$ cat src/assert_macros.svh
// Assertion macros shared by the steer and throttle command block.
// Expects clk and rst in the scope of each use.
`ifndef ASSERT_MACROS_SVH
`define ASSERT_MACROS_SVH
`ifndef SYNTHESIS
`define STC_ASSERT(lbl, prop) \
  lbl: assert property (@(posedge clk) disable iff (rst) prop) \
    else $error("stc: property violated");
`define STC_ASSERT_NEVER(lbl, expr) \
  lbl: assert property (@(posedge clk) disable iff (rst) !(expr)) \
    else $error("stc: forbidden condition");
`else
`define STC_ASSERT(lbl, prop)
`define STC_ASSERT_NEVER(lbl, expr)
`endif
`endif

$ cat src/stc_pkg.sv
// Types, constants and tables for the steer and throttle command block.
// No dependencies.
package stc_pkg;

  localparam int CORDIC_ITERATIONS = 16;
  localparam int ITER_W = $clog2(CORDIC_ITERATIONS);

  localparam logic [11:0] STOP_THROTTLE = 12'd1500;
  localparam logic signed [31:0] PI_Q28 = 32'sd843314857;
  localparam logic signed [31:0] HALF_PI_Q28 = 32'sd421657428;
  localparam logic signed [32:0] CORDIC_K_Q30 = 33'sd652032874;
  localparam logic signed [24:0] DEG_PER_RAD_Q16 = 25'sd3754936;

  localparam int ADDR_W = 5;
  localparam logic [2:0] REG_TARGET_SPEED = 3'd0;
  localparam logic [2:0] REG_GAS_GAIN = 3'd1;
  localparam logic [2:0] REG_BASE_SPEED = 3'd2;
  localparam logic [2:0] REG_BASE_ANGLE = 3'd3;
  localparam logic [2:0] REG_ANGLE_GAIN = 3'd4;
  localparam logic [2:0] REG_LOOKAHEAD = 3'd5;
  localparam logic [2:0] REG_WHEELBASE = 3'd6;
  localparam logic [2:0] REG_ANCHOR_OFFSET = 3'd7;

  typedef struct packed {
    logic signed [15:0] target_speed;
    logic signed [15:0] speed_gain;
    logic [11:0] base_speed;
    logic signed [15:0] base_angle;
    logic signed [15:0] steer_gain;
    logic [14:0] lookahead;
    logic [14:0] wheelbase;
    logic [14:0] anchor_offset;
  } stc_cfg_t;

  typedef enum logic [3:0] {
    OP_NONE, OP_LOAD, OP_ROT, OP_FLIP, OP_MNUM, OP_MDEN, OP_DEN, OP_VPRE,
    OP_VEC, OP_MDEG, OP_RND, OP_MGAIN, OP_STEER, OP_ERR, OP_INC, OP_THR
  } stc_op_t;

  typedef struct packed {
    stc_op_t op;
    logic [ITER_W-1:0] iter;
    logic load_out;
  } stc_cmd_t;

  typedef enum logic [3:0] {
    S_IDLE, S_ROT, S_FLIP, S_MNUM, S_MDEN, S_DEN, S_VPRE, S_VEC, S_MDEG,
    S_RND, S_MGAIN, S_STEER, S_ERR, S_INC, S_THR, S_DONE
  } stc_state_t;

  function automatic logic signed [31:0] atan_q28(input logic [4:0] i);
    logic signed [31:0] v;
    case (i)
      5'd0: v = 32'sd210828714;
      5'd1: v = 32'sd124459457;
      5'd2: v = 32'sd65760959;
      5'd3: v = 32'sd33381290;
      5'd4: v = 32'sd16755422;
      5'd5: v = 32'sd8385879;
      5'd6: v = 32'sd4193963;
      5'd7: v = 32'sd2097109;
      5'd8: v = 32'sd1048571;
      5'd9: v = 32'sd524287;
      5'd10: v = 32'sd262144;
      5'd11: v = 32'sd131072;
      5'd12: v = 32'sd65536;
      5'd13: v = 32'sd32768;
      5'd14: v = 32'sd16384;
      5'd15: v = 32'sd8192;
      5'd16: v = 32'sd4096;
      5'd17: v = 32'sd2048;
      5'd18: v = 32'sd1024;
      5'd19: v = 32'sd512;
      5'd20: v = 32'sd256;
      5'd21: v = 32'sd128;
      5'd22: v = 32'sd64;
      5'd23: v = 32'sd32;
      default: v = 32'sd0;
    endcase
    return v;
  endfunction

endpackage

$ cat src/stc_regs.sv
// APB configuration registers of the steer and throttle command block.
// Depends on stc_pkg.
module stc_regs (
  input  logic clk,
  input  logic rst,
  input  logic psel,
  input  logic penable,
  input  logic pwrite,
  input  logic [stc_pkg::ADDR_W-1:0] paddr,
  input  logic [31:0] pwdata,
  output logic [31:0] prdata,
  output logic pready,
  output stc_pkg::stc_cfg_t cfg
);

  logic wr;

  assign pready = 1'b1;
  assign wr = psel && penable && pwrite;

  always_ff @(posedge clk) begin
    if (rst) begin
      cfg.target_speed <= 16'sd256;
      cfg.speed_gain <= 16'sd256;
      cfg.base_speed <= 12'd1470;
      cfg.base_angle <= 16'sd23040;
      cfg.steer_gain <= -16'sd256;
      cfg.lookahead <= 15'd128;
      cfg.wheelbase <= 15'd67;
      cfg.anchor_offset <= 15'd33;
    end else if (wr) begin
      case (paddr[4:2])
        stc_pkg::REG_TARGET_SPEED: cfg.target_speed <= pwdata[15:0];
        stc_pkg::REG_GAS_GAIN: cfg.speed_gain <= pwdata[15:0];
        stc_pkg::REG_BASE_SPEED: cfg.base_speed <= pwdata[11:0];
        stc_pkg::REG_BASE_ANGLE: cfg.base_angle <= pwdata[15:0];
        stc_pkg::REG_ANGLE_GAIN: cfg.steer_gain <= pwdata[15:0];
        stc_pkg::REG_LOOKAHEAD: cfg.lookahead <= pwdata[14:0];
        stc_pkg::REG_WHEELBASE: cfg.wheelbase <= pwdata[14:0];
        stc_pkg::REG_ANCHOR_OFFSET: cfg.anchor_offset <= pwdata[14:0];
        default: ;
      endcase
    end
  end

  always_comb begin
    case (paddr[4:2])
      stc_pkg::REG_TARGET_SPEED: prdata = {16'd0, cfg.target_speed};
      stc_pkg::REG_GAS_GAIN: prdata = {16'd0, cfg.speed_gain};
      stc_pkg::REG_BASE_SPEED: prdata = {20'd0, cfg.base_speed};
      stc_pkg::REG_BASE_ANGLE: prdata = {16'd0, cfg.base_angle};
      stc_pkg::REG_ANGLE_GAIN: prdata = {16'd0, cfg.steer_gain};
      stc_pkg::REG_LOOKAHEAD: prdata = {17'd0, cfg.lookahead};
      stc_pkg::REG_WHEELBASE: prdata = {17'd0, cfg.wheelbase};
      stc_pkg::REG_ANCHOR_OFFSET: prdata = {17'd0, cfg.anchor_offset};
      default: prdata = 32'd0;
    endcase
  end

endmodule

$ cat config.mk
export PLATFORM = sky130hd
export DESIGN_NAME = stc_regs
export DESIGN_NICKNAME = d
export VERILOG_FILES = /design/src/assert_macros.svh /design/src/stc_pkg.sv /design/src/stc_regs.sv
export SDC_FILE = /design/constraint.sdc
export NUM_CORES = 1
export LEC_CHECK = 0
export CORE_ASPECT_RATIO = 0.6
export CORE_MARGIN = 5
export CORE_UTILIZATION = 63
export DETAILED_ROUTE_END_ITERATION = 16
export DONT_BUFFER_PORTS = 1
export PLACE_DENSITY = 0.8
export SLEW_MARGIN = 20
export SYNTH_ARGS = -nofsm -noshare
export SYNTH_HDL_FRONTEND = slang
export SYNTH_SLANG_ARGS = --single-unit
$ cat constraint.sdc
create_clock -name clk -period 2.2 [get_ports clk]
set_input_delay 0.44 -clock clk [delete_from_list [all_inputs] [get_ports clk]]
set_output_delay 0.44 -clock clk [all_outputs]
set_load 0.02 [all_outputs]
==> metrics.yaml <==
synth:
  yosys.area.top_type: "dfxtp_1"
  synthFlopType: "dfxtp_1"
  post-synth-top-count-cell: "nand2_1"
  seq_area_frac_synth_pct: 42.3
  synth_top_area_share_pct: 42.3
  synth_compound_gate_area_share_pct: 19.0
  async_flop_share_pct: 0
  synth_common_cells: "nand2_1, dfxtp_1, a21oi_1"
  synth_area_per_cell_um2: 7.97
  post_synth_xor_area_fraction_pct: 0
  ys_warn_count: 0
  ys_seq_elements: 121
  synth.area.top_cells: "dfxtp_1, nand2_1, a21oi_1, a221oi_1, buf_4"
  synth_top_family_by_area: "simple AND/OR/NAND/NOR gates"
  netlist_area_mm2: 0.00572
  synth_fa_ha_area_share_pct: 0
  synth_mux_area_share_pct: 5.49
  synth-simple-area-share_pct: 22.7
  yosysUniqueCellTypes: 38
  synth_edf_count: 0
  syn_inst: 718
final_layout:
  final.fill_count: 650
  drive_gt1_share_pct: 17.5
  area_growth_pct: 10.9
  antenna_cells: 0
  regMostFlops: "cfg"
  nets: 733
  reg_top3: "cfg x121"
  final_cell_area_mm2: 0.00634
  largest_register_ffs: 121
worst_setup_path:
  start_kind: "flip-flop"
  cp-endpoint: "prdata[10]"
  r2r-start: "cfg[97]$_SDFFE_PP1P_"
  critPathArrivalTime_ns: 1.76
  worst_r2r_endpoint: "cfg[97]$_SDFFE_PP1P_"
  required_ns: 1.76
  worstSetupEndpointType: "primary output"
  critPathMaxFanout: 3
  r2r_slack_ns: 1.27
  critPathLaunch: "cfg[10]$_SDFFE_PP0P_"
  path_class: "flip-flop to primary output"
  r2r.worst_path.cells: 3
sta:
  setup_viol: 0
  fmax_mhz: 455
  worst_pin_slew_ns: 0.776
  fin_crit_ns: 2.20
  rsz0062_at_grt: "yes"
  final_hold_viol_count: 0
  fin_ws_ns: 0.00227
  relSlewSlack_pct: 48.3
  finalCritPeriodShare_pct: 99.9
  fin_setup_tns_ns: 0
  finClkSkew_ns: 0
  slew_violations: 0
placement:
  dpl_cell_area_mm2: 0.00558
  gp_congestion: 0.877
  io_buffers: 0
  hpwl_um: 12100
  pre_cts_ws_ns: 0.204
cts:
  cts_tree: "built"
  worst_skew_pair.late_latency_ns: 0.41
  root_buffer: "clkbuf_16"
  cts.clk_slew.worst_paths_ns: 0.06
  cts_sinks: 121
  numCtsBuffers: 17
  htreeDepth: 4
  ctsLongestPathBuffers: 2
  hold_buffers: 0
grt:
  grt_start_max_net_pins: 122
  grt_pass1_vias: 5197
  grt-ovfl-total: 0
  antenna_found_initial: 0
  grtUsageTotal_pct: 32.6
  grt_pass1_wl_um: 28700
floorplanning:
  start_util_pct: 65.9
  fp.dieW_um: 133
  core.rowCount: 26
  die_area_mm2: 0.0111
  core_area_mm2: 0.00869
  fp.dieH_um: 83.8
  ios: 196
run_status:
  status: "complete, no violations"
power_and_ir_drop:
  power_leakage_nw: 2.39
  power_mw: 5.51
  vdd_ir_drop_max_v: 0.000578
  power_density_mw_per_mm2: 869
routing:
  vias: 5319
  drc: 0
  avgRoutedWirePerCell_um: 23.1
  viasPerCell: 6.53
  dr.pass1.iters: 5
  wirelength_um: 18800
  drt_iter0_drc: 567
  antenna_left: 0
worst_hold_path:
  hp-class: "primary input to flip-flop"
run:
  cap_violations: 0
-- report_power, final --
part | total (mW) | leakage [nW] | switching (mW) | internal (mW)
combinational | 0.295 | 1.10 | 0.177 | 0.118
sequential | 2.25 | 0.987 | 0.0430 | 2.20
clock | 2.97 | 0.303 | 0.995 | 1.97
-- kinds of logic (layout without fill, tap and decap cells) --
logic type	count (synthesis)	in the layout
AOI/OAI and AO/OA	180	180
muxes	27	27
DFF	121	121
other	2	17
buffers and inverters	102	72
and+or+nand+nor	286	286
-- placed cells by master, fill, tap and decap left out, types with 4 or more instances in the layout --
| cell | Yosys | final |
|---|---|---|
| nand2_1 | 200 | 200 |
| nor2b_1 | 5 | 5 |
| nand3b_1 | 21 | 21 |
| buf_4 | 28 | 26 |
| mux2_4 | 0 | 4 |
| a21oi_1 | 98 | 98 |
| mux2_2 | 11 | 9 |
| a211o_1 | 7 | 7 |
| dfxtp_1 | 121 | 94 |
| clkbuf_16 | 0 | 17 |
| dfxtp_2 | 0 | 19 |
| o21ai_0 | 30 | 30 |
| conb_1 | 2 | 17 |
| a22o_1 | 13 | 13 |
| a221oi_2 | 0 | 12 |
| mux2i_1 | 10 | 10 |
| nor2_1 | 35 | 35 |
| a221oi_1 | 25 | 13 |
| bufinv_16 | 0 | 4 |
| dfxtp_4 | 0 | 8 |
| nor2_4 | 4 | 4 |
| nand2b_1 | 4 | 4 |
| inv_1 | 15 | 15 |
-- routing by layer --
layer	global-route usage [%]	share of wire (%)	vias up
met1	39.0	37	2544
met5	0	0	-
met3	12.5	14	48
met2	52.1	47	391
met4	14.9	2.4	0
li1	-	-	2336
-- cell type report --
cell class | count | area, um2 | share of cell area, %
inverters | 15 | 56.3 | 0.888
clock buffers | 23 | 478 | 7.53
clock inverters | 8 | 143 | 2.25
repair buffers | 26 | 195 | 3.08
well taps | 112 | 140 | 2.21
flip-flops and latches | 121 | 2480 | 39.0
multi-input cells | 510 | 2860 | 45.0
-- metrics by stage --
step	std cells	utilization [%]	hold slack, ns
floorplan	733	-	0.541
global placement	784	64.2	0.518
detailed placement	784	64.2	0.519
CTS	815	72.2	0.0835
global route	815	73.0	0.0847
finish	815	73.0	0.0848
-- what timing repair did --
action                     4_1_cts  5_1_grt
setup endpoints to repair       11       10
hold endpoints to repair         0        0
pin swaps                        0        3
buffers inserted                 0        0
resized for setup               30       22
-- how the worst min path moves through the flow --
stage                          from  slack [ns]                   end  depth (start not counted)
2_1_floorplan  cfg[74]$_SDFFE_PP0P_        0.54  cfg[74]$_SDFFE_PP0P_                          2
3_3_place_gp                    rst        0.52  cfg[26]$_SDFFE_PP0P_                          1
3_5_place_dp                    rst        0.52  cfg[52]$_SDFFE_PP0P_                          1
4_1_cts                         rst        0.08   cfg[7]$_SDFFE_PP0P_                          1
5_1_grt                         rst        0.08  cfg[25]$_SDFFE_PP0P_                          1
6_report                        rst        0.08  cfg[25]$_SDFFE_PP0P_                          1
-- worst max-delay path: stages, from the launching register on --
cell and delay, ns:
dfxtp_2 0.36, mux2_2 0.28, a22o_1 0.20, a221oi_2 0.25, nor2_1 0.08, buf_4 0.17
No activity file was read; power rests on OpenSTA's default activity.
