**config.mk**
```make
export PLATFORM = sky130hd
export DESIGN_NAME = stc_ctrl
export DESIGN_NICKNAME = d
export VERILOG_FILES = /design/src/stc_pkg.sv /design/src/stc_ctrl.sv
export VERILOG_INCLUDE_DIRS = /design/src /design/src/src
export SDC_FILE = /design/constraint.sdc
export NUM_CORES = 1
export LEC_CHECK = 0
export BUFFER_PORTS_ARGS = -buffer_cell sky130_fd_sc_hd__buf_2
export CORE_AREA = 2 2 39 41
export CTS_CLUSTER_DIAMETER = 120
export DETAILED_ROUTE_END_ITERATION = 7
export DIE_AREA = 0 0 41 43
export SLEW_MARGIN = 20
export SYNTH_ARGS = -nofsm -noshare
export SYNTH_HDL_FRONTEND = slang
export SYNTH_SLANG_ARGS = --single-unit
```
**constraint.sdc**
```tcl
create_clock -name clk -period 2.1 [get_ports clk]
set_clock_uncertainty 0.2 [all_clocks]
set_input_delay 0.315 -clock clk [delete_from_list [all_inputs] [get_ports clk]]
set_output_delay 0.315 -clock clk [all_outputs]
set_load 0.02 [all_outputs]
```
**src/assert_macros.svh**
```systemverilog
// Assertion macros shared by the steer and throttle command block.
// Expects clk and rst in the scope of each use.
`ifndef ASSERT_MACROS_SVH
`define ASSERT_MACROS_SVH
`ifndef SYNTHESIS
`define STC_ASSERT(lbl, prop) \
  lbl: assert property (@(posedge clk) disable iff (rst) prop) \
    else $error("stc: property violated");
`define STC_ASSERT_NEVER(lbl, expr) \
  lbl: assert property (@(posedge clk) disable iff (rst) !(expr)) \
    else $error("stc: forbidden condition");
`else
`define STC_ASSERT(lbl, prop)
`define STC_ASSERT_NEVER(lbl, expr)
`endif
`endif

```
**src/stc_pkg.sv**
```systemverilog
// Types, constants and tables for the steer and throttle command block.
// No dependencies.
package stc_pkg;

  localparam int CORDIC_ITERATIONS = 16;
  localparam int ITER_W = $clog2(CORDIC_ITERATIONS);

  localparam logic [11:0] STOP_THROTTLE = 12'd1500;
  localparam logic signed [31:0] PI_Q28 = 32'sd843314857;
  localparam logic signed [31:0] HALF_PI_Q28 = 32'sd421657428;
  localparam logic signed [32:0] CORDIC_K_Q30 = 33'sd652032874;
  localparam logic signed [24:0] DEG_PER_RAD_Q16 = 25'sd3754936;

  localparam int ADDR_W = 5;
  localparam logic [2:0] REG_TARGET_SPEED = 3'd0;
  localparam logic [2:0] REG_GAS_GAIN = 3'd1;
  localparam logic [2:0] REG_BASE_SPEED = 3'd2;
  localparam logic [2:0] REG_BASE_ANGLE = 3'd3;
  localparam logic [2:0] REG_ANGLE_GAIN = 3'd4;
  localparam logic [2:0] REG_LOOKAHEAD = 3'd5;
  localparam logic [2:0] REG_WHEELBASE = 3'd6;
  localparam logic [2:0] REG_ANCHOR_OFFSET = 3'd7;

  typedef struct packed {
    logic signed [15:0] target_speed;
    logic signed [15:0] speed_gain;
    logic [11:0] base_speed;
    logic signed [15:0] base_angle;
    logic signed [15:0] steer_gain;
    logic [14:0] lookahead;
    logic [14:0] wheelbase;
    logic [14:0] anchor_offset;
  } stc_cfg_t;

  typedef enum logic [3:0] {
    OP_NONE, OP_LOAD, OP_ROT, OP_FLIP, OP_MNUM, OP_MDEN, OP_DEN, OP_VPRE,
    OP_VEC, OP_MDEG, OP_RND, OP_MGAIN, OP_STEER, OP_ERR, OP_INC, OP_THR
  } stc_op_t;

  typedef struct packed {
    stc_op_t op;
    logic [ITER_W-1:0] iter;
    logic load_out;
  } stc_cmd_t;

  typedef enum logic [3:0] {
    S_IDLE, S_ROT, S_FLIP, S_MNUM, S_MDEN, S_DEN, S_VPRE, S_VEC, S_MDEG,
    S_RND, S_MGAIN, S_STEER, S_ERR, S_INC, S_THR, S_DONE
  } stc_state_t;

  function automatic logic signed [31:0] atan_q28(input logic [4:0] i);
    logic signed [31:0] v;
    case (i)
      5'd0: v = 32'sd210828714;
      5'd1: v = 32'sd124459457;
      5'd2: v = 32'sd65760959;
      5'd3: v = 32'sd33381290;
      5'd4: v = 32'sd16755422;
      5'd5: v = 32'sd8385879;
      5'd6: v = 32'sd4193963;
      5'd7: v = 32'sd2097109;
      5'd8: v = 32'sd1048571;
      5'd9: v = 32'sd524287;
      5'd10: v = 32'sd262144;
      5'd11: v = 32'sd131072;
      5'd12: v = 32'sd65536;
      5'd13: v = 32'sd32768;
      5'd14: v = 32'sd16384;
      5'd15: v = 32'sd8192;
      5'd16: v = 32'sd4096;
      5'd17: v = 32'sd2048;
      5'd18: v = 32'sd1024;
      5'd19: v = 32'sd512;
      5'd20: v = 32'sd256;
      5'd21: v = 32'sd128;
      5'd22: v = 32'sd64;
      5'd23: v = 32'sd32;
      default: v = 32'sd0;
    endcase
    return v;
  endfunction

endpackage

```
**src/stc_ctrl.sv**
```systemverilog
// Controller: sequences the datapath over one item and owns the channel
// handshakes. Depends on stc_pkg and assert_macros.svh.
`include "assert_macros.svh"
module stc_ctrl (
  input  logic clk,
  input  logic rst,
  input  logic in_valid,
  output logic in_ready,
  output logic out_valid,
  input  logic out_ready,
  output stc_pkg::stc_cmd_t cmd
);

  localparam logic [stc_pkg::ITER_W-1:0] LAST =
    stc_pkg::ITER_W'(stc_pkg::CORDIC_ITERATIONS - 1);

  stc_pkg::stc_state_t state, state_next;
  logic [stc_pkg::ITER_W-1:0] cnt, cnt_next;
  logic out_valid_next;

  always_ff @(posedge clk) begin
    if (rst) begin
      state <= stc_pkg::S_IDLE;
      cnt <= '0;
      out_valid <= 1'b0;
    end else begin
      state <= state_next;
      cnt <= cnt_next;
      out_valid <= out_valid_next;
    end
  end

  always_comb begin
    state_next = state;
    cnt_next = cnt;
    out_valid_next = out_valid && !out_ready;
    in_ready = 1'b0;
    cmd.op = stc_pkg::OP_NONE;
    cmd.iter = cnt;
    cmd.load_out = 1'b0;
    case (state)
      stc_pkg::S_IDLE: begin
        in_ready = 1'b1;
        if (in_valid) begin
          cmd.op = stc_pkg::OP_LOAD;
          cnt_next = '0;
          state_next = stc_pkg::S_ROT;
        end
      end
      stc_pkg::S_ROT: begin
        cmd.op = stc_pkg::OP_ROT;
        cnt_next = cnt + 1'b1;
        if (cnt == LAST) begin
          cnt_next = '0;
          state_next = stc_pkg::S_FLIP;
        end
      end
      stc_pkg::S_FLIP: begin
        cmd.op = stc_pkg::OP_FLIP;
        state_next = stc_pkg::S_MNUM;
      end
      stc_pkg::S_MNUM: begin
        cmd.op = stc_pkg::OP_MNUM;
        state_next = stc_pkg::S_MDEN;
      end
      stc_pkg::S_MDEN: begin
        cmd.op = stc_pkg::OP_MDEN;
        state_next = stc_pkg::S_DEN;
      end
      stc_pkg::S_DEN: begin
        cmd.op = stc_pkg::OP_DEN;
        state_next = stc_pkg::S_VPRE;
      end
      stc_pkg::S_VPRE: begin
        cmd.op = stc_pkg::OP_VPRE;
        state_next = stc_pkg::S_VEC;
      end
      stc_pkg::S_VEC: begin
        cmd.op = stc_pkg::OP_VEC;
        cnt_next = cnt + 1'b1;
        if (cnt == LAST) begin
          cnt_next = '0;
          state_next = stc_pkg::S_MDEG;
        end
      end
      stc_pkg::S_MDEG: begin
        cmd.op = stc_pkg::OP_MDEG;
        state_next = stc_pkg::S_RND;
      end
      stc_pkg::S_RND: begin
        cmd.op = stc_pkg::OP_RND;
        state_next = stc_pkg::S_MGAIN;
      end
      stc_pkg::S_MGAIN: begin
        cmd.op = stc_pkg::OP_MGAIN;
        state_next = stc_pkg::S_STEER;
      end
      stc_pkg::S_STEER: begin
        cmd.op = stc_pkg::OP_STEER;
        state_next = stc_pkg::S_ERR;
      end
      stc_pkg::S_ERR: begin
        cmd.op = stc_pkg::OP_ERR;
        state_next = stc_pkg::S_INC;
      end
      stc_pkg::S_INC: begin
        cmd.op = stc_pkg::OP_INC;
        state_next = stc_pkg::S_THR;
      end
      stc_pkg::S_THR: begin
        cmd.op = stc_pkg::OP_THR;
        state_next = stc_pkg::S_DONE;
      end
      stc_pkg::S_DONE: begin
        if (!out_valid || out_ready) begin
          cmd.load_out = 1'b1;
          out_valid_next = 1'b1;
          state_next = stc_pkg::S_IDLE;
        end
      end
      default: state_next = stc_pkg::S_IDLE;
    endcase
  end

  `STC_ASSERT(a_accept_starts, in_valid && in_ready |=> state == stc_pkg::S_ROT)
  `STC_ASSERT(a_result_from_done, $rose(out_valid) |-> $past(state == stc_pkg::S_DONE))
  `STC_ASSERT(a_vec_exit, state == stc_pkg::S_VEC && cnt == LAST |=> state == stc_pkg::S_MDEG)

endmodule
```
==> flow_summary_export.csv <==
group,metric,value,unit
sta,setup_viol,0,
floorplan,fp-row-count,14,
global_routing,grt_pass1_wl,1500,um
floorplan,pin_count,15,
critical_path,crit_arrival,1.41,ns
routing,ant_nets,0,
floorplan,die_h,43,um
critical_path,crit-reg2reg-launch,"state[1]",
critical_path,cp-end-kind,"output pin",
place,routabilityCongestion,0.784,
synthesis,syn_nets,64,
power_and_ir_drop,p_per_area,921,nW/um^2
status,status,"completed",
global_routing,grt_max_degree,13,
floorplan,initial_core_util,0.370,
clocking,clock_sink_count,9,
critical_path,worstSetupPathType,"flip-flop to output pin",
sta,fmax,518,MHz
critical_path,rr_worst_depth,4,
worst_hold_path,worstHoldStart,"rst",
sta,final_max_slew_viol_count,0,
routing,drtIter0Drc,10,
routing,drt_pass1_iterations,4,
sta,max_slew_margin,0.716,
global_routing,grt_use_total,0.132,
synthesis,ys_top_cells_by_area,"dfxtp_1 35%, nor3_1 4.9%, nand3_1 3.9%, a22o_1 3.4%, xnor2_1 3.4%",
global_routing,grt_pass1_vias,343,
clocking,path_clk_slew,0.06,ns
place,numPortBuffers,14,
power_and_ir_drop,p_leak,0.265,nW
synthesis,yosysWarnings,0,
synthesis,synth.avg_cell_area,8.67,um^2
routing,viasPerCell,5.33,
worst_hold_path,holdPathEnd,"out_valid",
critical_path,crit_required,1.58,ns
synthesis,synthCells,59,
sta,hold_violations,0,
sta,fin_crit,1.93,ns
place,dp_hpwl,750,um
sta,fin_crit_sh,0.919,
floorplan,chipWidth,41,um
critical_path,start_kind,"flip-flop",
clocking,numCtsBuffers,3,
synthesis,yosysUniqueCellTypes,29,
synthesis,syn-cell-area,512,um^2
flow_run,max_cap_viol_count,0,
critical_path,cpPeakStageDelay,0.58,ns
clocking,postCtsSetupBuffers,0,
critical_path,cp.buffers_inverters,1,
clocking,cts_root_buf,"clkbuf_4",
finish,stdcell_count,91,
critical_path,cp_max_fo,12,
clocking,ctsResizeCount,0,
sta,tightest_slew,0.425,ns
worst_hold_path,hold_path_depth,2,
synthesis,yosysTopAreaCell,"dfxtp_1",
sta,rsz0062_at_grt,"no",
floorplan,coreArea,1380,um^2
routing,totalWireLength,975,um
finish,antenna-diode-count,0,
finish,nFillCells,146,
worst_hold_path,hp-class,"primary input to flip-flop",
critical_path,rrSetupSlack,0.22,ns
global_routing,overflow,0,
sta,setup_tns,0,ns
clocking,htree_levels,1,
place,dp.cells,87,
clocking,clock_latency,0.26,ns
synthesis,synth.top_cell.area_share,0.352,
critical_path,cp_top_family,"flip-flops",
power_and_ir_drop,ir_worst_vdd,0.399,mV
synthesis,seq_area_frac_synth,0.352,
clocking,cts_tree,"built",
routing,num_vias,485,
global_routing,antenna_found_initial,0,
critical_path,r2r_end,"state[1]",
finish,area_growth,21.3,%
critical_path,crit_start,"state[1]",
synthesis,ys_ff_latch,9,
floorplan,die_area,1760,um^2
clocking,hold_buffers,0,
routing,wl_per_cell,10.7,um
routing,route.detailed.drc,0,
finish,nets,81,
critical_path,cp_slowest_cell,"dfxtp_1",
critical_path,worstPathCellList,"nand3_1 > xnor2_1 > buf_2",
clocking,cts_max_path_buffers,2,
finish,drive_gt1_frac,0.320,
==> final cells by class <==
type	instances	area (um^2)	area share
Inverter	2	7.51	0.0121
Sequential cell	9	180	0.290
Tap cell	16	20.0	0.0323
Multi-Input combinational cell	45	309	0.498
Timing Repair Buffer	15	77.6	0.125
Clock buffer	4	26.3	0.0423
==> per-layer routing <==
metal	GRT usage	vias up	part of all wire
met5	0	-	0
met4	0.0800	0	0.013
met3	0.0785	2	0.053
met2	0.156	9	0.45
met1	0.174	225	0.49
li1	-	249	-
==> per-stage QoR <==
stage	instance area, um^2	power, mW	setup slack [ns]	hold WS, ns	utilization
5_1_grt	621	0.615	0.0645	0.116	0.448
2_1_floorplan	512	0.389	0.0967	0.184	-
3_3_place_gp	594	0.439	0.286	0.295	0.429
4_1_cts	621	0.580	0.155	0.119	0.448
6_report	621	0.572	0.170	0.131	0.448
3_5_place_dp	594	0.442	0.230	0.310	0.429
==> how the worst max path moves through the flow <==
| stage | end | slack, ns | depth (start not counted) |
|---|---|---|---|
| after floorplan | cnt[2] | 0.1 | 5 |
| after global placement | state[1] | 0.29 | 5 |
| after detailed placement | state[1] | 0.23 | 4 |
| after CTS | cmd[8] | 0.16 | 3 |
| after global routing | in_ready | 0.06 | 3 |
| final | cmd[8] | 0.17 | 3 |
==> Yosys cell counts (all sizes together) <==
master	n
dfxtp	9
nor3	5
nand2	4
nand3	4
buf	3
nor3b	3
a21oi	2
a22o	2
inv	2
nand2b	2
nor2	2
nor2b	2
o21a	2
o21ai	2
xnor2	2
xor2	2
a2111oi	1
a31o	1
ha	1
mux2	1
nand4	1
nor4	1
o21bai	1
o221a	1
o31ai	1
or2	1
or4	1
==> cell usage in the layout (no fill, tap or decap) <==
cell type,instances
nand4_1,1
nor2_1,2
o21a_1,2
nand3_1,4
nand2_1,4
a31o_2,1
dfxtp_1,9
inv_1,2
mux2_2,1
xor2_1,1
nor3_1,5
nand2b_1,2
clkbuf_4,3
a21oi_1,2
nor3b_2,1
o21ai_0,2
or4_1,1
buf_2,14
nor4_1,1
o221a_2,1
o21bai_1,1
a2111oi_0,1
buf_4,1
xor2_2,1
nor3b_1,2
xnor2_1,2
o31ai_1,1
clkbuf_1,1
nor2b_1,2
a22o_1,2
or2_2,1
ha_1,1
==> power breakdown <==
| group | internal (mW) | switching (mW) |
|---|---|---|
| clock network | 0.0733 | 0.0607 |
| logic | 0.0848 | 0.118 |
| registers | 0.191 | 0.0441 |
| total | 0.349 | 0.222 |
==> registers in the layout, summed over array words and instances, names as in the netlist <==
signal and flops:
out_valid 1, cnt 4, state 4
==> kinds of logic after synthesis <==
family,Yosys count,synth area share
adders and majority gates,1,0.0244
and+or+nand+nor,26,0.286
AOI/OAI and AO/OA,13,0.188
DFF,9,0.352
buffers and inverters,5,0.0440
muxes,1,0.0220
xor gates and xnor gates,4,0.0831
==> worst register-to-register path: cells and delay by family, from the launching register on <==
family | cells | cell delay [ns]
simple gates | 2 | 0.41
flops | 1 | 0.58
mux | 1 | 0.37
xor+xnor | 1 | 0.23
Note: power is estimated with default switching activity, not from simulation.
