==> config.mk <==
export PLATFORM = sky130hd
export DESIGN_NAME = stc_dp
export DESIGN_NICKNAME = d
export VERILOG_FILES = /design/src/assert_macros.svh /design/src/stc_pkg.sv /design/src/stc_dp.sv
export SDC_FILE = /design/constraint.sdc
export NUM_CORES = 2
export LEC_CHECK = 0
export BUFFER_PORTS_ARGS = -buffer_cell sky130_fd_sc_hd__buf_2
export CORE_MARGIN = 2
export CORE_UTILIZATION = 45
export DETAILED_ROUTE_END_ITERATION = 8
export MAX_ROUTING_LAYER = met4
export PLACE_DENSITY = 0.58
export SYNTH_ARGS = -nofsm -noshare
export SYNTH_HDL_FRONTEND = slang
export SYNTH_SLANG_ARGS = --single-unit
==> constraint.sdc <==
create_clock -name clk -period 11.35 [get_ports clk]
set_clock_uncertainty 0.1 [all_clocks]
set_input_delay 0.5675 -clock clk [delete_from_list [all_inputs] [get_ports clk]]
set_output_delay 0.5675 -clock clk [all_outputs]
set_load 0.01 [all_outputs]
==> src/assert_macros.svh <==
// Assertion macros shared by the steer and throttle command block.
// Expects clk and rst in the scope of each use.
`ifndef ASSERT_MACROS_SVH
`define ASSERT_MACROS_SVH
`ifndef SYNTHESIS
`define STC_ASSERT(lbl, prop) \
  lbl: assert property (@(posedge clk) disable iff (rst) prop) \
    else $error("stc: property violated");
`define STC_ASSERT_NEVER(lbl, expr) \
  lbl: assert property (@(posedge clk) disable iff (rst) !(expr)) \
    else $error("stc: forbidden condition");
`else
`define STC_ASSERT(lbl, prop)
`define STC_ASSERT_NEVER(lbl, expr)
`endif
`endif

==> src/stc_pkg.sv <==
// Types, constants and tables for the steer and throttle command block.
// No dependencies.
package stc_pkg;

  localparam int CORDIC_ITERATIONS = 16;
  localparam int ITER_W = $clog2(CORDIC_ITERATIONS);

  localparam logic [11:0] STOP_THROTTLE = 12'd1500;
  localparam logic signed [31:0] PI_Q28 = 32'sd843314857;
  localparam logic signed [31:0] HALF_PI_Q28 = 32'sd421657428;
  localparam logic signed [32:0] CORDIC_K_Q30 = 33'sd652032874;
  localparam logic signed [24:0] DEG_PER_RAD_Q16 = 25'sd3754936;

  localparam int ADDR_W = 5;
  localparam logic [2:0] REG_TARGET_SPEED = 3'd0;
  localparam logic [2:0] REG_GAS_GAIN = 3'd1;
  localparam logic [2:0] REG_BASE_SPEED = 3'd2;
  localparam logic [2:0] REG_BASE_ANGLE = 3'd3;
  localparam logic [2:0] REG_ANGLE_GAIN = 3'd4;
  localparam logic [2:0] REG_LOOKAHEAD = 3'd5;
  localparam logic [2:0] REG_WHEELBASE = 3'd6;
  localparam logic [2:0] REG_ANCHOR_OFFSET = 3'd7;

  typedef struct packed {
    logic signed [15:0] target_speed;
    logic signed [15:0] speed_gain;
    logic [11:0] base_speed;
    logic signed [15:0] base_angle;
    logic signed [15:0] steer_gain;
    logic [14:0] lookahead;
    logic [14:0] wheelbase;
    logic [14:0] anchor_offset;
  } stc_cfg_t;

  typedef enum logic [3:0] {
    OP_NONE, OP_LOAD, OP_ROT, OP_FLIP, OP_MNUM, OP_MDEN, OP_DEN, OP_VPRE,
    OP_VEC, OP_MDEG, OP_RND, OP_MGAIN, OP_STEER, OP_ERR, OP_INC, OP_THR
  } stc_op_t;

  typedef struct packed {
    stc_op_t op;
    logic [ITER_W-1:0] iter;
    logic load_out;
  } stc_cmd_t;

  typedef enum logic [3:0] {
    S_IDLE, S_ROT, S_FLIP, S_MNUM, S_MDEN, S_DEN, S_VPRE, S_VEC, S_MDEG,
    S_RND, S_MGAIN, S_STEER, S_ERR, S_INC, S_THR, S_DONE
  } stc_state_t;

  function automatic logic signed [31:0] atan_q28(input logic [4:0] i);
    logic signed [31:0] v;
    case (i)
      5'd0: v = 32'sd210828714;
      5'd1: v = 32'sd124459457;
      5'd2: v = 32'sd65760959;
      5'd3: v = 32'sd33381290;
      5'd4: v = 32'sd16755422;
      5'd5: v = 32'sd8385879;
      5'd6: v = 32'sd4193963;
      5'd7: v = 32'sd2097109;
      5'd8: v = 32'sd1048571;
      5'd9: v = 32'sd524287;
      5'd10: v = 32'sd262144;
      5'd11: v = 32'sd131072;
      5'd12: v = 32'sd65536;
      5'd13: v = 32'sd32768;
      5'd14: v = 32'sd16384;
      5'd15: v = 32'sd8192;
      5'd16: v = 32'sd4096;
      5'd17: v = 32'sd2048;
      5'd18: v = 32'sd1024;
      5'd19: v = 32'sd512;
      5'd20: v = 32'sd256;
      5'd21: v = 32'sd128;
      5'd22: v = 32'sd64;
      5'd23: v = 32'sd32;
      default: v = 32'sd0;
    endcase
    return v;
  endfunction

endpackage

==> src/stc_dp.sv <==
// Datapath: CORDIC rotation and vectoring, shared multiplier, PID state
// and result registers. Depends on stc_pkg.
module stc_dp (
  input  logic clk,
  input  logic rst,
  input  stc_pkg::stc_cmd_t cmd,
  input  stc_pkg::stc_cfg_t cfg,
  input  logic signed [15:0] measured_speed,
  input  logic signed [15:0] heading_error,
  input  logic steer_valid,
  input  logic drive_enable,
  output logic [11:0] throttle_cmd,
  output logic signed [15:0] steering_cmd
);

  logic signed [15:0] speed;
  logic valid_q, drive_q, flip, zero;
  logic signed [31:0] z, vz, at, zin;
  logic signed [32:0] rx, ry, rxs, rys;
  logic signed [47:0] num;
  logic signed [49:0] vx, vy, vxs, vys;
  logic signed [32:0] ma;
  logic signed [24:0] mb;
  logic signed [57:0] prod, r28, r16, r8;
  logic signed [24:0] d;
  logic signed [25:0] ssum, ev;
  logic signed [15:0] steer;
  logic signed [23:0] e, last_error, older_error;
  logic signed [30:0] inc, inc_next, ir31;
  logic signed [24:0] tv;
  logic [11:0] thr;
  logic signed [16:0] diff;
  logic signed [47:0] den;

  assign at = stc_pkg::atan_q28(5'(cmd.iter));
  assign rxs = rx >>> cmd.iter;
  assign rys = ry >>> cmd.iter;
  assign vxs = vx >>> cmd.iter;
  assign vys = vy >>> cmd.iter;
  assign zin = signed'({heading_error[15], heading_error, 15'd0});
  assign diff = 17'(cfg.target_speed) - 17'(speed);
  assign den = signed'(48'({cfg.lookahead, 29'd0})) + prod[47:0];
  assign r28 = prod + 58'sd134217728;
  assign r16 = prod + 58'sd32768;
  assign r8 = prod + 58'sd128;
  assign ssum = 26'(cfg.base_angle) + 26'(r16 >>> 16);
  assign ev = 26'(r8 >>> 8);
  assign inc_next = (31'(e) <<< 4) + (31'(e) <<< 3) + (31'(e) <<< 1) + 31'(e)
                  - (31'(last_error) <<< 4) - (31'(last_error) <<< 3)
                  + (31'(older_error) <<< 1);
  assign ir31 = (inc + 31'sd128) >>> 8;
  assign tv = signed'({13'd0, cfg.base_speed}) - 25'(ir31);

  always_comb begin
    ma = '0;
    mb = '0;
    case (cmd.op)
      stc_pkg::OP_MNUM: begin
        ma = ry;
        mb = signed'({10'd0, cfg.wheelbase});
      end
      stc_pkg::OP_MDEN: begin
        ma = rx;
        mb = signed'({10'd0, cfg.anchor_offset});
      end
      stc_pkg::OP_MDEG: begin
        ma = zero ? 33'sd0 : 33'(vz);
        mb = stc_pkg::DEG_PER_RAD_Q16;
      end
      stc_pkg::OP_MGAIN: begin
        ma = 33'(d);
        mb = 25'(cfg.steer_gain);
      end
      stc_pkg::OP_STEER: begin
        ma = 33'(diff);
        mb = 25'(cfg.speed_gain);
      end
      default: ;
    endcase
  end

  always_ff @(posedge clk) begin
    if (rst) begin
      last_error <= '0;
      older_error <= '0;
    end else if (cmd.op == stc_pkg::OP_THR && valid_q && drive_q) begin
      older_error <= last_error;
      last_error <= e;
    end
  end

  always_ff @(posedge clk) begin
    prod <= ma * mb;
    case (cmd.op)
      stc_pkg::OP_LOAD: begin
        speed <= measured_speed;
        valid_q <= steer_valid;
        drive_q <= drive_enable;
        rx <= stc_pkg::CORDIC_K_Q30;
        ry <= '0;
        if (zin > stc_pkg::HALF_PI_Q28) begin
          z <= zin - stc_pkg::PI_Q28;
          flip <= 1'b1;
        end else if (zin < -stc_pkg::HALF_PI_Q28) begin
          z <= zin + stc_pkg::PI_Q28;
          flip <= 1'b1;
        end else begin
          z <= zin;
          flip <= 1'b0;
        end
      end
      stc_pkg::OP_ROT: begin
        if (z >= 0) begin
          rx <= rx - rys;
          ry <= ry + rxs;
          z <= z - at;
        end else begin
          rx <= rx + rys;
          ry <= ry - rxs;
          z <= z + at;
        end
      end
      stc_pkg::OP_FLIP: begin
        if (flip) begin
          rx <= -rx;
          ry <= -ry;
        end
      end
      stc_pkg::OP_MDEN: num <= prod[47:0];
      stc_pkg::OP_DEN: begin
        vx <= 50'(den);
        vy <= 50'(num);
      end
      stc_pkg::OP_VPRE: begin
        zero <= (vy == 0) && (vx >= 0);
        if (vx < 0) begin
          if (vy >= 0) begin
            vx <= vy;
            vy <= -vx;
            vz <= stc_pkg::HALF_PI_Q28;
          end else begin
            vx <= -vy;
            vy <= vx;
            vz <= -stc_pkg::HALF_PI_Q28;
          end
        end else begin
          vz <= '0;
        end
      end
      stc_pkg::OP_VEC: begin
        if (vy > 0) begin
          vx <= vx + vys;
          vy <= vy - vxs;
          vz <= vz + at;
        end else begin
          vx <= vx - vys;
          vy <= vy + vxs;
          vz <= vz - at;
        end
      end
      stc_pkg::OP_RND: d <= -25'(r28 >>> 28);
      stc_pkg::OP_STEER: begin
        if (ssum > 26'sd32767) begin
          steer <= 16'sh7FFF;
        end else if (ssum < -26'sd32768) begin
          steer <= -16'sd32768;
        end else begin
          steer <= 16'(ssum);
        end
      end
      stc_pkg::OP_ERR: begin
        if (ev > 26'sd8388607) begin
          e <= 24'sh7FFFFF;
        end else if (ev < -26'sd8388608) begin
          e <= -24'sd8388608;
        end else begin
          e <= 24'(ev);
        end
      end
      stc_pkg::OP_INC: inc <= inc_next;
      stc_pkg::OP_THR: begin
        if (tv < 0) begin
          thr <= 12'd0;
        end else if (tv > 25'sd4095) begin
          thr <= 12'd4095;
        end else begin
          thr <= 12'(tv);
        end
      end
      default: ;
    endcase
    if (cmd.load_out) begin
      throttle_cmd <= (valid_q && drive_q) ? thr : stc_pkg::STOP_THROTTLE;
      steering_cmd <= valid_q ? steer : cfg.base_angle;
    end
  end

endmodule

==> results.md <==
- The flow ran to the end, and the final reports show no timing, DRC or antenna violations.
- The layout overhead on the synthesized area is 7.37%.
- The synthesized design contains 528 register bits.
- Dividing the detail-routed via count by the number of cells gives 5.97.
- The final cell count without fillers is 11,976.
- The count of final max-slew check failures is 0.
- The critical path contains buffers and inverters numbering 5 combined.
- The data required time at the worst endpoint is 11,850 ps.
- The clock root buffer master is clkbuf_16.
- The worst reg2reg path depth is 36.
- The dominant synthesized flop cell is edfxtp_1.
- The post-CTS setup buffer count is 0.
- The worst setup slack after placement is 715 ps.
- In this run the number of H-tree levels came out at 3.
- The synthesized netlist contains 112 unique library cells.
- Setup repair after global routing left no endpoint under its margin.
- After detailed routing, the average wire length per cell comes to 24.9 microns.
- The number of search-and-repair iterations in the first detailed-routing pass is 9.
- The final wirelength is 299,000 microns.
- The maximum root-to-sink buffer count is 3.
- The wire length of the first global-routing pass is 449,000 microns.
- The total half-perimeter wirelength after legalization and detailed placement is 239,000 microns.
- The placement row count is 158.
- The count of flip-flops with a built-in enable after synthesis is 427.
- The core area is 186,000 sq um.
- The initial utilization of the core area, before any placement, comes to 45.3%.
- Yosys printed 0 warnings.
- Setup slack closes at 895 ps.
- The total overflow left after global routing is 0.
- The cell that appears most often on the critical path is fa_1.
- The startpoint type of the worst setup path is a register.
- By area the synthesized netlist is led by fa_1 (22%), edfxtp_1 (15%), ha_1 (7.5%).
- The largest net degree at the start of global routing is 79.
- The beginning of the worst hold path is cfg[61].
- The number of placed instances, taps included is 11,817.
- The actual slew at the worst max-slew pin is 1320 ps.
- The analysis attributes to cell leakage a power of 39.7 nW.
- In this run the worst path has a maximum fanout of 10.
- Counting I/O delays and the setup requirement, the final critical path takes 10,450 ps.
- The fraction of layout cells with a size suffix above 1 is 9.30%.
- Counting instances in the post-synthesis netlist gives the leading cell types as inv_1 (1,225), nand2_1 (930), fa_1 (912), nor2_1 (783), ha_1 (505).
- The worst pin sits at a relative slew slack of 11.7%.
- The power per unit of standard cell area is 125 nW/um^2.
- Detailed routing inserted a total of 71,507 vias.
- The post-detailed-route DRC marker count is 0.
- The clock tree from TritonCTS is done.
- The total of buffers placed on input and output ports is 193.
- The final total negative setup slack is 0 ps.
- fa_1 takes more of the synthesized area than any other cell.
- The critical-path cell with the highest stage delay is o41ai_1.
- Clock latency on the worst-skew pair, taken at its later pin, is 740 ps.
- The average instance in the mapped netlist occupies 8.90 sq um.
- In this run the register-to-register setup slack is 900 ps.
- The most common cell in the synthesized netlist is inv_1.
- The fill cell instance count of the final layout is 17,827.
- The detailed router's first-iteration violation count is 7,440.
- The number of endpoints with negative hold slack in the final report is 0.
- The fraction of the cycle the final worst path needs is 92.1%.
- Counting the buffers created by CTS gives 72.
- In this run the critical register-to-register path is captured at prod[51].
- Across the run, the number of max-cap violations was 0.
- STA classifies the critical path endpoint as a register.
- The kind of cell with the highest combined delay along the critical path is adder cells.
- The x dimension of the die is 437 microns.
- The via count of the first global-routing pass is 70,373.
- The final layout contains 11,013 nets.
- The start of the worst register-to-register path is speed[1].
- The final weighted congestion of routability-driven global placement is 0.974.
- The full die area is 191,000 sq um.
- The number of antenna violations at the first check in global routing is 10.
- The synthesized area is 84,300 sq um.
- The portion of synthesized cell area occupied by the leading cell type is 21.7%.
- For this run, the total global-route usage over all layers was measured as 31.8%.
- The critical path arrival is 10,950 ps.
- The height of the die is 437 microns.
- The net count after synthesis is 11,050.
- The class of the worst hold path is primary input to register.
- The count of nets left with antenna violations once routing finished came out at 0.
- The worst hold path passes through 2 cells.
- The sequential fraction of the synthesis area is 17.6%.
- The fraction of synthesis flops using an asynchronous set or reset pin is 0%.
- The critical path is of the register to register type.
- The stage delay of the slowest cell on the critical path is 640 ps.
- The worst hold path endpoint is steering_cmd[0].
- The cell count after synthesis is 9,467.
- The clock sink count is 528.
- Pin placement for this block handled 194 I/O pins.
- IR analysis of the VDD net gives a maximum drop of 130 uV.
- The count of endpoints failing setup in the final report is 0.
- Derived from the worst setup path, the maximum achievable clock frequency is 95.7 MHz.
- The clock input transition at the sequential cells of the worst setup and hold paths is 60 ps.
[cells by family (layout without fill, tap and decap cells)]
logic type                 after synthesis  in the layout  synth area share [%]
AOI/OAI and AO/OA                     1944           1944                  14.8
adders and majority gates             1417           1417                  29.2
other                                    0              6                     0
muxes                                  422            422                  7.60
and+or+nand+nor                       2643           2643                  14.6
buffers and inverters                 1725           1748                  8.04
xor gates and xnor gates               788            788                  8.19
DFF                                    528            528                  17.6
[registers in the layout, indices dropped and copies added, names as in the netlist, 12 cells and up]
name / cells
d: 25
e: 24
inc: 24
last_error: 24
num: 48
older_error: 24
prod: 53
rx: 33
ry: 33
speed: 16
steer: 16
steering_cmd: 16
thr: 12
throttle_cmd: 12
vx: 50
vy: 50
vz: 32
z: 32
[metrics by stage]
step / power, W / util [%] / hold slack [ps] / cell area (sq um)
global placement: 0.00869 / 47.2 / 335 / 87700
floorplan: 0.00698 / - / 303 / 84300
detailed placement: 0.00877 / 47.2 / 335 / 87700
global route: 0.0121 / 48.7 / 41.1 / 90500
CTS: 0.0113 / 48.7 / 27.2 / 90500
finish: 0.0113 / 48.7 / 72.7 / 90500
[placed cells by master, fill, tap and decap left out, types with 65 or more instances in the layout]
cell type / count
fa_1: 912
xor2_1: 349
mux2i_1: 168
nand2b_1: 96
xnor2_1: 439
buf_4: 172
mux2_2: 87
o21a_1: 67
inv_1: 1220
or2_2: 66
a21o_1: 176
mux4_2: 165
nand2_1: 929
ha_1: 505
nor2b_1: 71
clkbuf_16: 76
o21ai_0: 467
and3_1: 73
nor2_1: 775
a31oi_1: 70
dfxtp_1: 101
buf_2: 189
nand3_1: 150
a21oi_1: 494
a22oi_1: 103
o22ai_1: 65
nor3_1: 124
edfxtp_1: 427
[per-layer routing]
layer,share of wire (%),GRT usage (%),vias up
met2,44,47.0,3095
met1,43,43.3,35631
met3,9.1,6.27,501
li1,-,-,32280
met5,0,-,-
met4,4.2,11.6,0
[power by group]
part	total, W	internal [W]	leakage, nW	switching (W)
sequential	0.00292	0.00245	4.77	0.000466
clock	0.00249	0.00146	1.22	0.00103
combinational	0.00592	0.00236	33.7	0.00357
total	0.0113	0.00626	39.7	0.00506
[cell type report]
cell class,instances,area (sq um),share of cell area (%)
Multi-Input combinational cell,7214,62800,69.5
Sequential cell,528,14800,16.4
Inverter,1228,4610,5.09
Tap cell,2480,3100,3.43
Timing Repair Buffer,386,2520,2.79
Clock buffer,90,1970,2.18
Clock inverter,44,563,0.622
Antenna cell,6,15.0,0.0166
[repair_timing]
action	in CTS	in global routing
hold buffers	18	0
gates resized for setup	0	0
hold endpoints to repair	18	0
[how the worst max path moves through the flow]
stage / from / end / cells after the start
final: speed[1] / prod[51] / 36
after detailed placement: cfg[106] / prod[52] / 38
after global routing: speed[1] / prod[52] / 38
after floorplan: cmd[5] / prod[51] / 32
after global placement: cfg[106] / prod[51] / 36
after CTS: speed[1] / prod[51] / 36
No activity file was read; power rests on OpenSTA's default activity.
